$ cat config.mk
export PLATFORM = sky130hd
export DESIGN_NAME = write_ahead_log_manager
export DESIGN_NICKNAME = d
export VERILOG_FILES = /design/src/rtl/core/wal_pkg.sv /design/src/rtl/core/wal_cell.sv /design/src/rtl/core/wal_chain.sv /design/src/rtl/core/wal_ctrl.sv /design/src/rtl/core/write_ahead_log_manager.sv
export SDC_FILE = /design/constraint.sdc
export NUM_CORES = 1
export LEC_CHECK = 0
export BUFFER_PORTS_ARGS = -buffer_cell sky130_fd_sc_hd__buf_2
export CAP_MARGIN = 15
export CORE_ASPECT_RATIO = 1.5
export CORE_MARGIN = 4
export CORE_UTILIZATION = 49
export CTS_BUF_LIST = sky130_fd_sc_hd__clkbuf_4 sky130_fd_sc_hd__clkbuf_8 sky130_fd_sc_hd__clkbuf_16
export CTS_CLUSTER_DIAMETER = 50
export DETAILED_ROUTE_END_ITERATION = 16
export PLACE_DENSITY = 0.71
export SLEW_MARGIN = 20
export SYNTH_ARGS = -nofsm -noshare
export SYNTH_HDL_FRONTEND = slang
export SYNTH_SLANG_ARGS = --single-unit
$ cat constraint.sdc
create_clock -name i_clk -period 14.5 [get_ports i_clk]
set_clock_uncertainty 0.15 [all_clocks]
set_input_delay 2.9 -clock i_clk [delete_from_list [all_inputs] [get_ports i_clk]]
set_output_delay 2.9 -clock i_clk [all_outputs]
set_load 0.01 [all_outputs]
$ cat src/rtl/core/wal_pkg.sv
`timescale 1ns / 1ps

package wal_pkg;

    localparam int LOG_ENTRIES      = 30;
    localparam int OPERATION_BLOCKS = 10;
    localparam int BLOCK_BITS       = 20;

    localparam int IDX_W       = (LOG_ENTRIES > 1) ? $clog2(LOG_ENTRIES) : 1;
    localparam int CNT_W       = $clog2(LOG_ENTRIES + 1);
    localparam int OPEN_W      = 3;
    localparam int OPEN_MAX    = 7;
    localparam int NEED_W      = $clog2(LOG_ENTRIES + (OPEN_MAX + 1) * OPERATION_BLOCKS + 1);
    localparam int START_W     = 20;
    localparam int SIZE_W      = 11;
    localparam int SIZE_CMP_W  = SIZE_W + 1;
    localparam int CFG_ADDR_W  = 1;
    localparam int CFG_DATA_W  = 20;
    localparam int BLK_FIELD_W = 20;
    localparam int ECNT_W      = 5;
    localparam int IN_TDATA_W  = 24;
    localparam int OUT_TDATA_W = 56;
    localparam int OUT_PAD_W   = OUT_TDATA_W - (3 + 2 + 2 * BLK_FIELD_W + ECNT_W + 2);

    typedef enum logic [1:0] {
        OP_BEGIN  = 2'd0,
        OP_END    = 2'd1,
        OP_RECORD = 2'd2,
        OP_NONE   = 2'd3
    } t_op;

    typedef enum logic [2:0] {
        ST_GRANTED  = 3'd0,
        ST_WAIT     = 3'd1,
        ST_DONE     = 3'd2,
        ST_TOO_BIG  = 3'd3,
        ST_OUTSIDE  = 3'd4,
        ST_NO_BEGIN = 3'd5
    } t_status;

    typedef enum logic [1:0] {
        CMD_NONE    = 2'd0,
        CMD_COPY    = 2'd1,
        CMD_HEADER  = 2'd2,
        CMD_INSTALL = 2'd3
    } t_cmd;

    typedef enum logic [1:0] {
        CFG_LOG_START = 2'd0,
        CFG_LOG_SIZE  = 2'd1
    } t_cfg_reg;

    typedef enum logic [2:0] {
        S_IDLE,
        S_EXEC,
        S_SEARCH,
        S_RECFIN,
        S_COPY,
        S_HDR,
        S_INST,
        S_CLR
    } t_state;

    typedef struct packed {
        t_status                 status;
        t_cmd                    command;
        logic [BLK_FIELD_W-1:0]  source_block;
        logic [BLK_FIELD_W-1:0]  dest_block;
        logic [ECNT_W-1:0]       entry_count;
        logic                    pin_new;
        logic                    wake_waiters;
        logic                    last;
    } t_result;

    typedef struct packed {
        logic             rotate;
        logic             load;
        logic [IDX_W-1:0] load_idx;
    } t_chain_ctl;

endpackage

$ cat src/rtl/core/wal_cell.sv
`timescale 1ns / 1ps

module wal_cell (
    input  logic                          i_clk,
    input  logic                          i_shift,
    input  logic                          i_load,
    input  logic [wal_pkg::BLOCK_BITS-1:0] i_next,
    input  logic [wal_pkg::BLOCK_BITS-1:0] i_load_value,
    output logic [wal_pkg::BLOCK_BITS-1:0] o_value
);
    import wal_pkg::*;

    logic [BLOCK_BITS-1:0] r_value;

    always_ff @(posedge i_clk) begin
        if (i_load) begin
            r_value <= i_load_value;
        end else if (i_shift) begin
            r_value <= i_next;
        end
    end

    assign o_value = r_value;

endmodule

$ cat src/rtl/core/wal_chain.sv
`timescale 1ns / 1ps

module wal_chain (
    input  logic                           i_clk,
    input  wal_pkg::t_chain_ctl            i_ctl,
    input  logic [wal_pkg::BLOCK_BITS-1:0] i_key,
    output logic [wal_pkg::BLOCK_BITS-1:0] o_head,
    output logic                           o_match
);
    import wal_pkg::*;

    logic [BLOCK_BITS-1:0] w_vals [LOG_ENTRIES];

    // Ring of cells: each cell takes its upper neighbour, the top one wraps to the head
    for (genvar g = 0; g < LOG_ENTRIES; g++) begin : g_cell
        wal_cell u_cell (
            .i_clk        (i_clk),
            .i_shift      (i_ctl.rotate),
            .i_load       (i_ctl.load && (i_ctl.load_idx == IDX_W'(g))),
            .i_next       (w_vals[(g + 1) % LOG_ENTRIES]),
            .i_load_value (i_key),
            .o_value      (w_vals[g])
        );
    end

    assign o_head  = w_vals[0];
    assign o_match = (w_vals[0] == i_key);

endmodule

$ cat src/rtl/core/wal_ctrl.sv
`timescale 1ns / 1ps

module wal_ctrl (
    input  logic                           i_clk,
    input  logic                           i_rst_n,
    input  logic                           i_in_valid,
    output logic                           o_in_ready,
    input  wal_pkg::t_op                   i_op,
    input  logic [wal_pkg::BLOCK_BITS-1:0] i_blk,
    input  logic [wal_pkg::START_W-1:0]    i_log_start,
    input  logic [wal_pkg::SIZE_W-1:0]     i_log_size,
    input  logic                           i_can_load,
    output logic                           o_res_valid,
    output wal_pkg::t_result               o_res,
    output wal_pkg::t_chain_ctl            o_chain,
    output logic [wal_pkg::BLOCK_BITS-1:0] o_key,
    input  logic [wal_pkg::BLOCK_BITS-1:0] i_head,
    input  logic                           i_match
);
    import wal_pkg::*;

    t_state                r_state, n_state;
    t_op                   r_op;
    logic [BLOCK_BITS-1:0] r_blk;
    logic [OPEN_W-1:0]     r_open, n_open;
    logic [CNT_W-1:0]      r_count, n_count;
    logic [IDX_W-1:0]      r_step, n_step;
    logic                  r_found, n_found;

    logic [NEED_W-1:0]     w_need;
    logic                  w_too_big;
    logic                  w_start_commit;
    logic                  w_start_search;
    logic                  w_in_list;
    logic                  w_last_step;
    logic                  w_adv;
    logic [BLOCK_BITS-1:0] w_log_blk;
    logic [IDX_W-1:0]      w_step_inc;

    assign w_need = NEED_W'(r_count)
                  + NEED_W'(NEED_W'(NEED_W'(r_open) + NEED_W'(1)) * NEED_W'(OPERATION_BLOCKS));
    assign w_too_big = (r_count >= CNT_W'(LOG_ENTRIES))
                    || (SIZE_CMP_W'(SIZE_CMP_W'(r_count) + SIZE_CMP_W'(1))
                        >= SIZE_CMP_W'(i_log_size));
    assign w_start_commit = (r_op == OP_END) && (r_open == OPEN_W'(1)) && (r_count != '0);
    assign w_start_search = (r_op == OP_RECORD) && !w_too_big && (r_open != '0);
    assign w_in_list   = (CNT_W'(r_step) < r_count);
    assign w_last_step = (r_step == IDX_W'(LOG_ENTRIES - 1));
    assign w_adv       = w_in_list ? i_can_load : 1'b1;
    assign w_step_inc  = w_last_step ? '0 : IDX_W'(r_step + IDX_W'(1));
    assign w_log_blk   = BLOCK_BITS'(BLOCK_BITS'(i_log_start) + BLOCK_BITS'(r_step)
                                     + BLOCK_BITS'(1));

    assign o_in_ready = (r_state == S_IDLE);
    assign o_key      = r_blk;

    always_comb begin
        n_state = r_state;
        unique case (r_state)
            S_IDLE: begin
                if (i_in_valid && (i_op != OP_NONE)) n_state = S_EXEC;
            end
            S_EXEC: begin
                if (w_start_commit)      n_state = S_COPY;
                else if (w_start_search) n_state = S_SEARCH;
                else if (i_can_load)     n_state = S_IDLE;
            end
            S_SEARCH: begin
                if (w_last_step) n_state = S_RECFIN;
            end
            S_RECFIN: begin
                if (i_can_load) n_state = S_IDLE;
            end
            S_COPY: begin
                if (w_adv && w_last_step) n_state = S_HDR;
            end
            S_HDR: begin
                if (i_can_load) n_state = S_INST;
            end
            S_INST: begin
                if (w_adv && w_last_step) n_state = S_CLR;
            end
            S_CLR: begin
                if (i_can_load) n_state = S_IDLE;
            end
            default: n_state = S_IDLE;
        endcase
    end

    always_comb begin
        o_res_valid = 1'b0;
        o_res       = '0;
        o_res.status  = ST_DONE;
        o_res.command = CMD_NONE;
        o_chain     = '0;
        n_open      = r_open;
        n_count     = r_count;
        n_step      = r_step;
        n_found     = r_found;
        unique case (r_state)
            S_IDLE: begin
            end
            S_EXEC: begin
                o_res.last = 1'b1;
                unique case (r_op)
                    OP_BEGIN: begin
                        o_res_valid = 1'b1;
                        if ((r_open == OPEN_W'(OPEN_MAX)) || (w_need > NEED_W'(LOG_ENTRIES))) begin
                            o_res.status = ST_WAIT;
                        end else begin
                            o_res.status = ST_GRANTED;
                            if (i_can_load) n_open = OPEN_W'(r_open + OPEN_W'(1));
                        end
                    end
                    OP_END: begin
                        if (r_open == '0) begin
                            o_res_valid  = 1'b1;
                            o_res.status = ST_NO_BEGIN;
                        end else if (w_start_commit) begin
                            n_open = OPEN_W'(r_open - OPEN_W'(1));
                            n_step = '0;
                        end else begin
                            o_res_valid        = 1'b1;
                            o_res.wake_waiters = 1'b1;
                            if (i_can_load) n_open = OPEN_W'(r_open - OPEN_W'(1));
                        end
                    end
                    OP_RECORD: begin
                        if (w_too_big) begin
                            o_res_valid  = 1'b1;
                            o_res.status = ST_TOO_BIG;
                        end else if (r_open == '0) begin
                            o_res_valid  = 1'b1;
                            o_res.status = ST_OUTSIDE;
                        end else begin
                            n_step  = '0;
                            n_found = 1'b0;
                        end
                    end
                    default: begin
                    end
                endcase
            end
            S_SEARCH: begin
                // Full turn of the ring: order is back in place at the end
                o_chain.rotate = 1'b1;
                n_step         = w_step_inc;
                if (w_in_list && i_match) n_found = 1'b1;
            end
            S_RECFIN: begin
                o_res_valid   = 1'b1;
                o_res.last    = 1'b1;
                o_res.pin_new = !r_found;
                if (i_can_load && !r_found) begin
                    o_chain.load     = 1'b1;
                    o_chain.load_idx = IDX_W'(r_count);
                    n_count          = CNT_W'(r_count + CNT_W'(1));
                end
            end
            S_COPY: begin
                o_res_valid        = w_in_list;
                o_res.command      = CMD_COPY;
                o_res.source_block = BLK_FIELD_W'(i_head);
                o_res.dest_block   = BLK_FIELD_W'(w_log_blk);
                if (w_adv) begin
                    o_chain.rotate = 1'b1;
                    n_step         = w_step_inc;
                end
            end
            S_HDR: begin
                o_res_valid       = 1'b1;
                o_res.command     = CMD_HEADER;
                o_res.dest_block  = BLK_FIELD_W'(BLOCK_BITS'(i_log_start));
                o_res.entry_count = ECNT_W'(r_count);
            end
            S_INST: begin
                o_res_valid        = w_in_list;
                o_res.command      = CMD_INSTALL;
                o_res.source_block = BLK_FIELD_W'(w_log_blk);
                o_res.dest_block   = BLK_FIELD_W'(i_head);
                if (w_adv) begin
                    o_chain.rotate = 1'b1;
                    n_step         = w_step_inc;
                end
            end
            S_CLR: begin
                o_res_valid        = 1'b1;
                o_res.command      = CMD_HEADER;
                o_res.dest_block   = BLK_FIELD_W'(BLOCK_BITS'(i_log_start));
                o_res.wake_waiters = 1'b1;
                o_res.last         = 1'b1;
                if (i_can_load) n_count = '0;
            end
            default: begin
            end
        endcase
    end

    always_ff @(posedge i_clk) begin
        if (!i_rst_n) begin
            r_state <= S_IDLE;
            r_open  <= '0;
            r_count <= '0;
            r_step  <= '0;
            r_found <= 1'b0;
        end else begin
            r_state <= n_state;
            r_open  <= n_open;
            r_count <= n_count;
            r_step  <= n_step;
            r_found <= n_found;
        end
    end

    always_ff @(posedge i_clk) begin
        if ((r_state == S_IDLE) && i_in_valid) begin
            r_op  <= i_op;
            r_blk <= i_blk;
        end
    end

    a_count_bound: assert property (@(posedge i_clk) disable iff (!i_rst_n)
        r_count <= CNT_W'(LOG_ENTRIES))
        else $error("entry count beyond table depth");

    a_rotate_busy: assert property (@(posedge i_clk) disable iff (!i_rst_n)
        o_chain.rotate |-> (r_state == S_SEARCH || r_state == S_COPY || r_state == S_INST))
        else $error("ring rotated outside a scan");

    a_accept_exec: assert property (@(posedge i_clk) disable iff (!i_rst_n)
        (r_state == S_IDLE && i_in_valid && i_op != OP_NONE) |=> (r_state == S_EXEC))
        else $error("accepted item not dispatched");

    a_clear_count: assert property (@(posedge i_clk) disable iff (!i_rst_n)
        (r_state == S_CLR && i_can_load) |=> (r_count == '0 && r_state == S_IDLE))
        else $error("commit did not empty the log");

    a_search_open: assert property (@(posedge i_clk) disable iff (!i_rst_n)
        (r_state == S_SEARCH) |-> (r_open != '0))
        else $error("search with no open operation");

endmodule

$ cat src/rtl/core/write_ahead_log_manager.sv
`timescale 1ns / 1ps
// Begin, end and error results are registered from the execute state once the output can take them.
// A record scans the full ring of 30 cells, one cell a cycle, then registers its result.
// A commit sweeps the ring twice, one cell a cycle while a held output does not stall it: 2n+2 results.
// One item is worked at a time; the next is taken once the last result is registered.
// Reset (i_rst_n low, synchronous) clears open operations, entry count and output,
// and restores log_start 2, log_size 31; the block table is left as it is.

module write_ahead_log_manager (
    input  logic                            i_clk,
    input  logic                            i_rst_n,
    input  logic                            i_cfg_we,
    input  logic [wal_pkg::CFG_ADDR_W-1:0]  i_cfg_addr,
    input  logic [wal_pkg::CFG_DATA_W-1:0]  i_cfg_data,
    input  logic                            i_s_tvalid,
    output logic                            o_s_tready,
    // [1:0] operation, [21:2] block_number, [23:22] zero
    input  logic [wal_pkg::IN_TDATA_W-1:0]  i_s_tdata,
    output logic                            o_m_tvalid,
    input  logic                            i_m_tready,
    // [2:0] status, [4:3] command, [24:5] source_block, [44:25] dest_block,
    // [49:45] entry_count, [50] pin_new, [51] wake_waiters, [55:52] zero
    output logic [wal_pkg::OUT_TDATA_W-1:0] o_m_tdata,
    output logic                            o_m_tlast
);
    import wal_pkg::*;

    logic [START_W-1:0]    r_log_start;
    logic [SIZE_W-1:0]     r_log_size;
    logic                  r_out_valid;
    t_result               r_out;

    logic                  w_can_load;
    logic                  w_res_valid;
    t_result               w_res;
    t_chain_ctl            w_chain;
    logic [BLOCK_BITS-1:0] w_head;
    logic                  w_match;
    logic [BLOCK_BITS-1:0] w_key;
    logic [BLOCK_BITS-1:0] w_in_blk;

    assign w_in_blk   = BLOCK_BITS'(i_s_tdata[21:2]);
    assign w_can_load = !r_out_valid || i_m_tready;

    always_ff @(posedge i_clk) begin
        if (!i_rst_n) begin
            r_log_start <= START_W'(2);
            r_log_size  <= SIZE_W'(31);
        end else if (i_cfg_we) begin
            unique case (t_cfg_reg'({1'b0, i_cfg_addr}))
                CFG_LOG_START: r_log_start <= i_cfg_data[START_W-1:0];
                CFG_LOG_SIZE:  r_log_size  <= i_cfg_data[SIZE_W-1:0];
                default: begin
                end
            endcase
        end
    end

    // Key for search and load is the block held by the controller's latch
    wal_ctrl u_ctrl (
        .i_clk       (i_clk),
        .i_rst_n     (i_rst_n),
        .i_in_valid  (i_s_tvalid),
        .o_in_ready  (o_s_tready),
        .i_op        (t_op'(i_s_tdata[1:0])),
        .i_blk       (w_in_blk),
        .i_log_start (r_log_start),
        .i_log_size  (r_log_size),
        .i_can_load  (w_can_load),
        .o_res_valid (w_res_valid),
        .o_res       (w_res),
        .o_chain     (w_chain),
        .o_key       (w_key),
        .i_head      (w_head),
        .i_match     (w_match)
    );

    wal_chain u_chain (
        .i_clk   (i_clk),
        .i_ctl   (w_chain),
        .i_key   (w_key),
        .o_head  (w_head),
        .o_match (w_match)
    );

    // Output register: hold until taken
    always_ff @(posedge i_clk) begin
        if (!i_rst_n) begin
            r_out_valid <= 1'b0;
        end else if (w_can_load) begin
            r_out_valid <= w_res_valid;
        end
    end

    always_ff @(posedge i_clk) begin
        if (w_can_load && w_res_valid) begin
            r_out <= w_res;
        end
    end

    assign o_m_tvalid = r_out_valid;
    assign o_m_tlast  = r_out.last;
    assign o_m_tdata  = {{OUT_PAD_W{1'b0}}, r_out.wake_waiters, r_out.pin_new,
                         r_out.entry_count, r_out.dest_block, r_out.source_block,
                         r_out.command, r_out.status};

endmodule
==> impl_metrics.tcl <==
set metrics [dict create \
    status "finished clean" \
    cts_root_buffer "clkbuf_16" \
    die_area_mm2 0.0707 \
    cts.sinks 724 \
    min-delay-start "r_log_size[6]" \
    route.met2.wl_um 37400 \
    post-route-drc-count 0 \
    antenna_found_initial 1 \
    synth_edf_count 675 \
    seq_power_share 0.517 \
    nNetsFinal 2247 \
    synthTopCellsByArea "edfxtp_1 62%, mux2_2 20%, dfxtp_1 3.0%" \
    tightest_slew_ps 1070 \
    period_minus_slack_ps 6110 \
    port_buffers 102 \
    synth_cells 2114 \
    rsz0062_at_grt "no" \
    rrSetupSlack_ps 9860 \
    p_comb_frac 0.206 \
    synth_most_common_cell "edfxtp_1" \
    hpwlAfterDp_um 45800 \
    fin_hold_ws_ps 311 \
    vias_per_cell 5.74 \
    crit_arrival_ps 6180 \
    wl_um 70000 \
    placedCellCount 2959 \
    htree_num_levels 3 \
    clock_latency_ps 620 \
    post_cts_resized 0 \
    min_period_over_period 0.422 \
    dieWidth_um 218 \
    start_util 0.495 \
    reg2regPathDepth 7 \
    slew_headroom 0.287 \
    wl_met3_um 3280 \
    synth.avg_cell_area_um2 15.4 \
    grt_pass1_vias 18706 \
    gp_congestion 0.861 \
    r2r-start "u_ctrl.r_state[1]" \
    swShare 0.283 \
    ys.flop_type "edfxtp_1" \
    grt_usage 0.197 \
    power.switching_mw 1.92 \
    drt_iter0_drc 1346 \
    cts_hold_buffers 0 \
    worstReg2RegEnd "u_chain.g_cell[22].u_cell.o_value[8]" \
    leakage_nw 12.4 \
    min_path_type "flop to flop" \
    power_density_mw_per_mm2 189 \
    drive_gt1_frac 0.384 \
    wirelength_met1_um 26400 \
    drtAntennaViolNets 0 \
    netlist.area_leader.share 0.623 \
    p_int_mw 4.87 \
    syn_area_mm2 0.0325 \
    finalHoldViolCount 0 \
    vdd_drop_max_mv 0.123 \
    cp-end-kind "flop" \
    die_h_um 324 \
    globalRouteOverflowTotal 0 \
    via_count 17734 \
    setup_tns_ps 0 \
    fin_cells 3092 \
    grt_pass1_wl_um 109000 \
    synth_cell_type_count 67 \
    hold_end "r_log_size[6]" \
    highest_layer "met4" \
    ios 109 \
    critical_path.max_fanout 21 \
    coreArea_mm2 0.0658 \
    setup_viol 0 \
    synthArstFlopShare 0 \
    cts_setup_buffers 0 \
    p_clk_frac 0.278 \
    path_clk_slew_ps 60 \
    grt_start_max_net_pins 87 \
    routedWlPerCell_um 22.6 \
    num_rows 115 \
    cts_buffers 73 \
    cts_buffer_depth 3 \
    cts_tree "yes" \
    ys_ff_latch 724 \
    worstPathRequired_ps 14570 \
    netlist_top_cells_count "675 x edfxtp_1, 583 x mux2_2, 139 x nand2_1" \
    yosysWarnings 0 \
    slew_viol_final 0 \
    crit_type "input port to flop" \
    power.total_mw 6.80 \
    ys_seq_area_frac 0.653 \
    synth_largest_area_cell "edfxtp_1" \
    final_area_mm2 0.0360 \
    diodes 0 \
    dpl_cell_area_mm2 0.0336 \
    whs_path_depth 2 \
    max_freq_mhz 164 \
    area_delta_synth_final_pct 10.7 \
    max_cap_violations 0 \
    cp-start-kind "input port" \
    dr.pass1.iters 5 \
]
-- worst max-delay path: stages --
cell	delay, ps
buf_2	90
nand2b_1	280
nand3_1	210
or4_4	530
nor2_1	340
and2_1	900
nand2b_1	920
-- kinds of logic (layout without fill, tap and decap cells) --
group,count (synthesis),count (layout),synth area share
AOI/OAI and AO/OA,190,190,0.0367
xor gates and xnor gates,44,44,0.0118
adders and majority gates,40,40,0.0161
buffers and inverters,199,297,0.0275
DFF,724,724,0.653
muxes,604,604,0.209
other,1,4,0.000115
and+or+nand+nor,312,312,0.0461
-- placed cells by master, fill, tap and decap left out, types with 9 or more instances in the layout --
master     count
a211oi_1      12
a21oi_1       66
and2_1        13
and3_1        10
buf_2        102
buf_4         30
clkbuf_16     73
clkbuf_4      11
clkinv_1      18
clkinv_2      11
dfxtp_1       48
edfxtp_1     675
ha_1          37
inv_1         29
mux2_1        17
mux2_2       583
nand2_1      139
nand2b_1      18
nand3_1       20
nor2_1        47
nor2b_1       12
nor3_1        13
nor4_1         9
o211ai_1      10
o21ai_0       39
o31ai_1       13
xnor2_1       26
xor2_1        18
-- layer usage --
metal	vias to the layer above	global-route usage
li1	8080	-
met1	8950	0.230
met2	535	0.362
met3	169	0.0290
met4	0	0.0847
met5	-	0
-- worst max path at each step --
| stage | from | endpoint | slack (ps) | depth (start not counted) |
|---|---|---|---|---|
| final | i_m_tready | u_chain.g_cell[21].u_cell.o_value[9] | 8390 | 7 |
| after global routing | i_m_tready | u_chain.g_cell[21].u_cell.o_value[7] | 8220 | 7 |
| after CTS | i_m_tready | u_chain.g_cell[21].u_cell.o_value[7] | 8460 | 7 |
| after detailed placement | i_m_tready | u_chain.g_cell[21].u_cell.o_value[0] | 7840 | 7 |
| after global placement | i_m_tready | u_chain.g_cell[21].u_cell.o_value[6] | 7880 | 7 |
| after floorplan | i_m_tready | o_m_tdata[0] | 8670 | 2 |
-- power groups by stage --
| stage | combinational [mW] | sequential (mW) | clock (mW) |
|---|---|---|---|
| final | 1.40 | 3.51 | 1.89 |
| after global routing | 1.53 | 3.56 | 2.00 |
| after CTS | 1.42 | 3.51 | 1.92 |
| after detailed placement | 1.40 | 3.54 | 0 |
| after global placement | 1.35 | 3.53 | 0 |
| after floorplan | 0.956 | 3.45 | 0 |
-- metrics by stage --
step | utilization | setup slack (ps)
detailed placement | 0.512 | 7840
finish | 0.548 | 8390
global placement | 0.512 | 7880
floorplan | - | 8670
global route | 0.548 | 8220
CTS | 0.548 | 8460
-- state kept, by name, indices dropped and copies added, names as in the netlist, 5 cells and up --
register and flops:
u_chain.g_cell.u_cell.o_value 600, o_m_tdata 52, r_log_start 20, u_ctrl.o_key 20, r_log_size 11, u_ctrl.r_count 5, u_ctrl.r_step 5
-- final cells by class --
class	count	area, um^2
Clock buffer	84	1910
Clock inverter	49	473
Fill cell	5173	29700
Inverter	32	120
Multi-Input combinational cell	1194	10400
Sequential cell	724	21300
Tap cell	877	1100
Timing Repair Buffer	132	736
No activity file was read; power rests on OpenSTA's default activity.
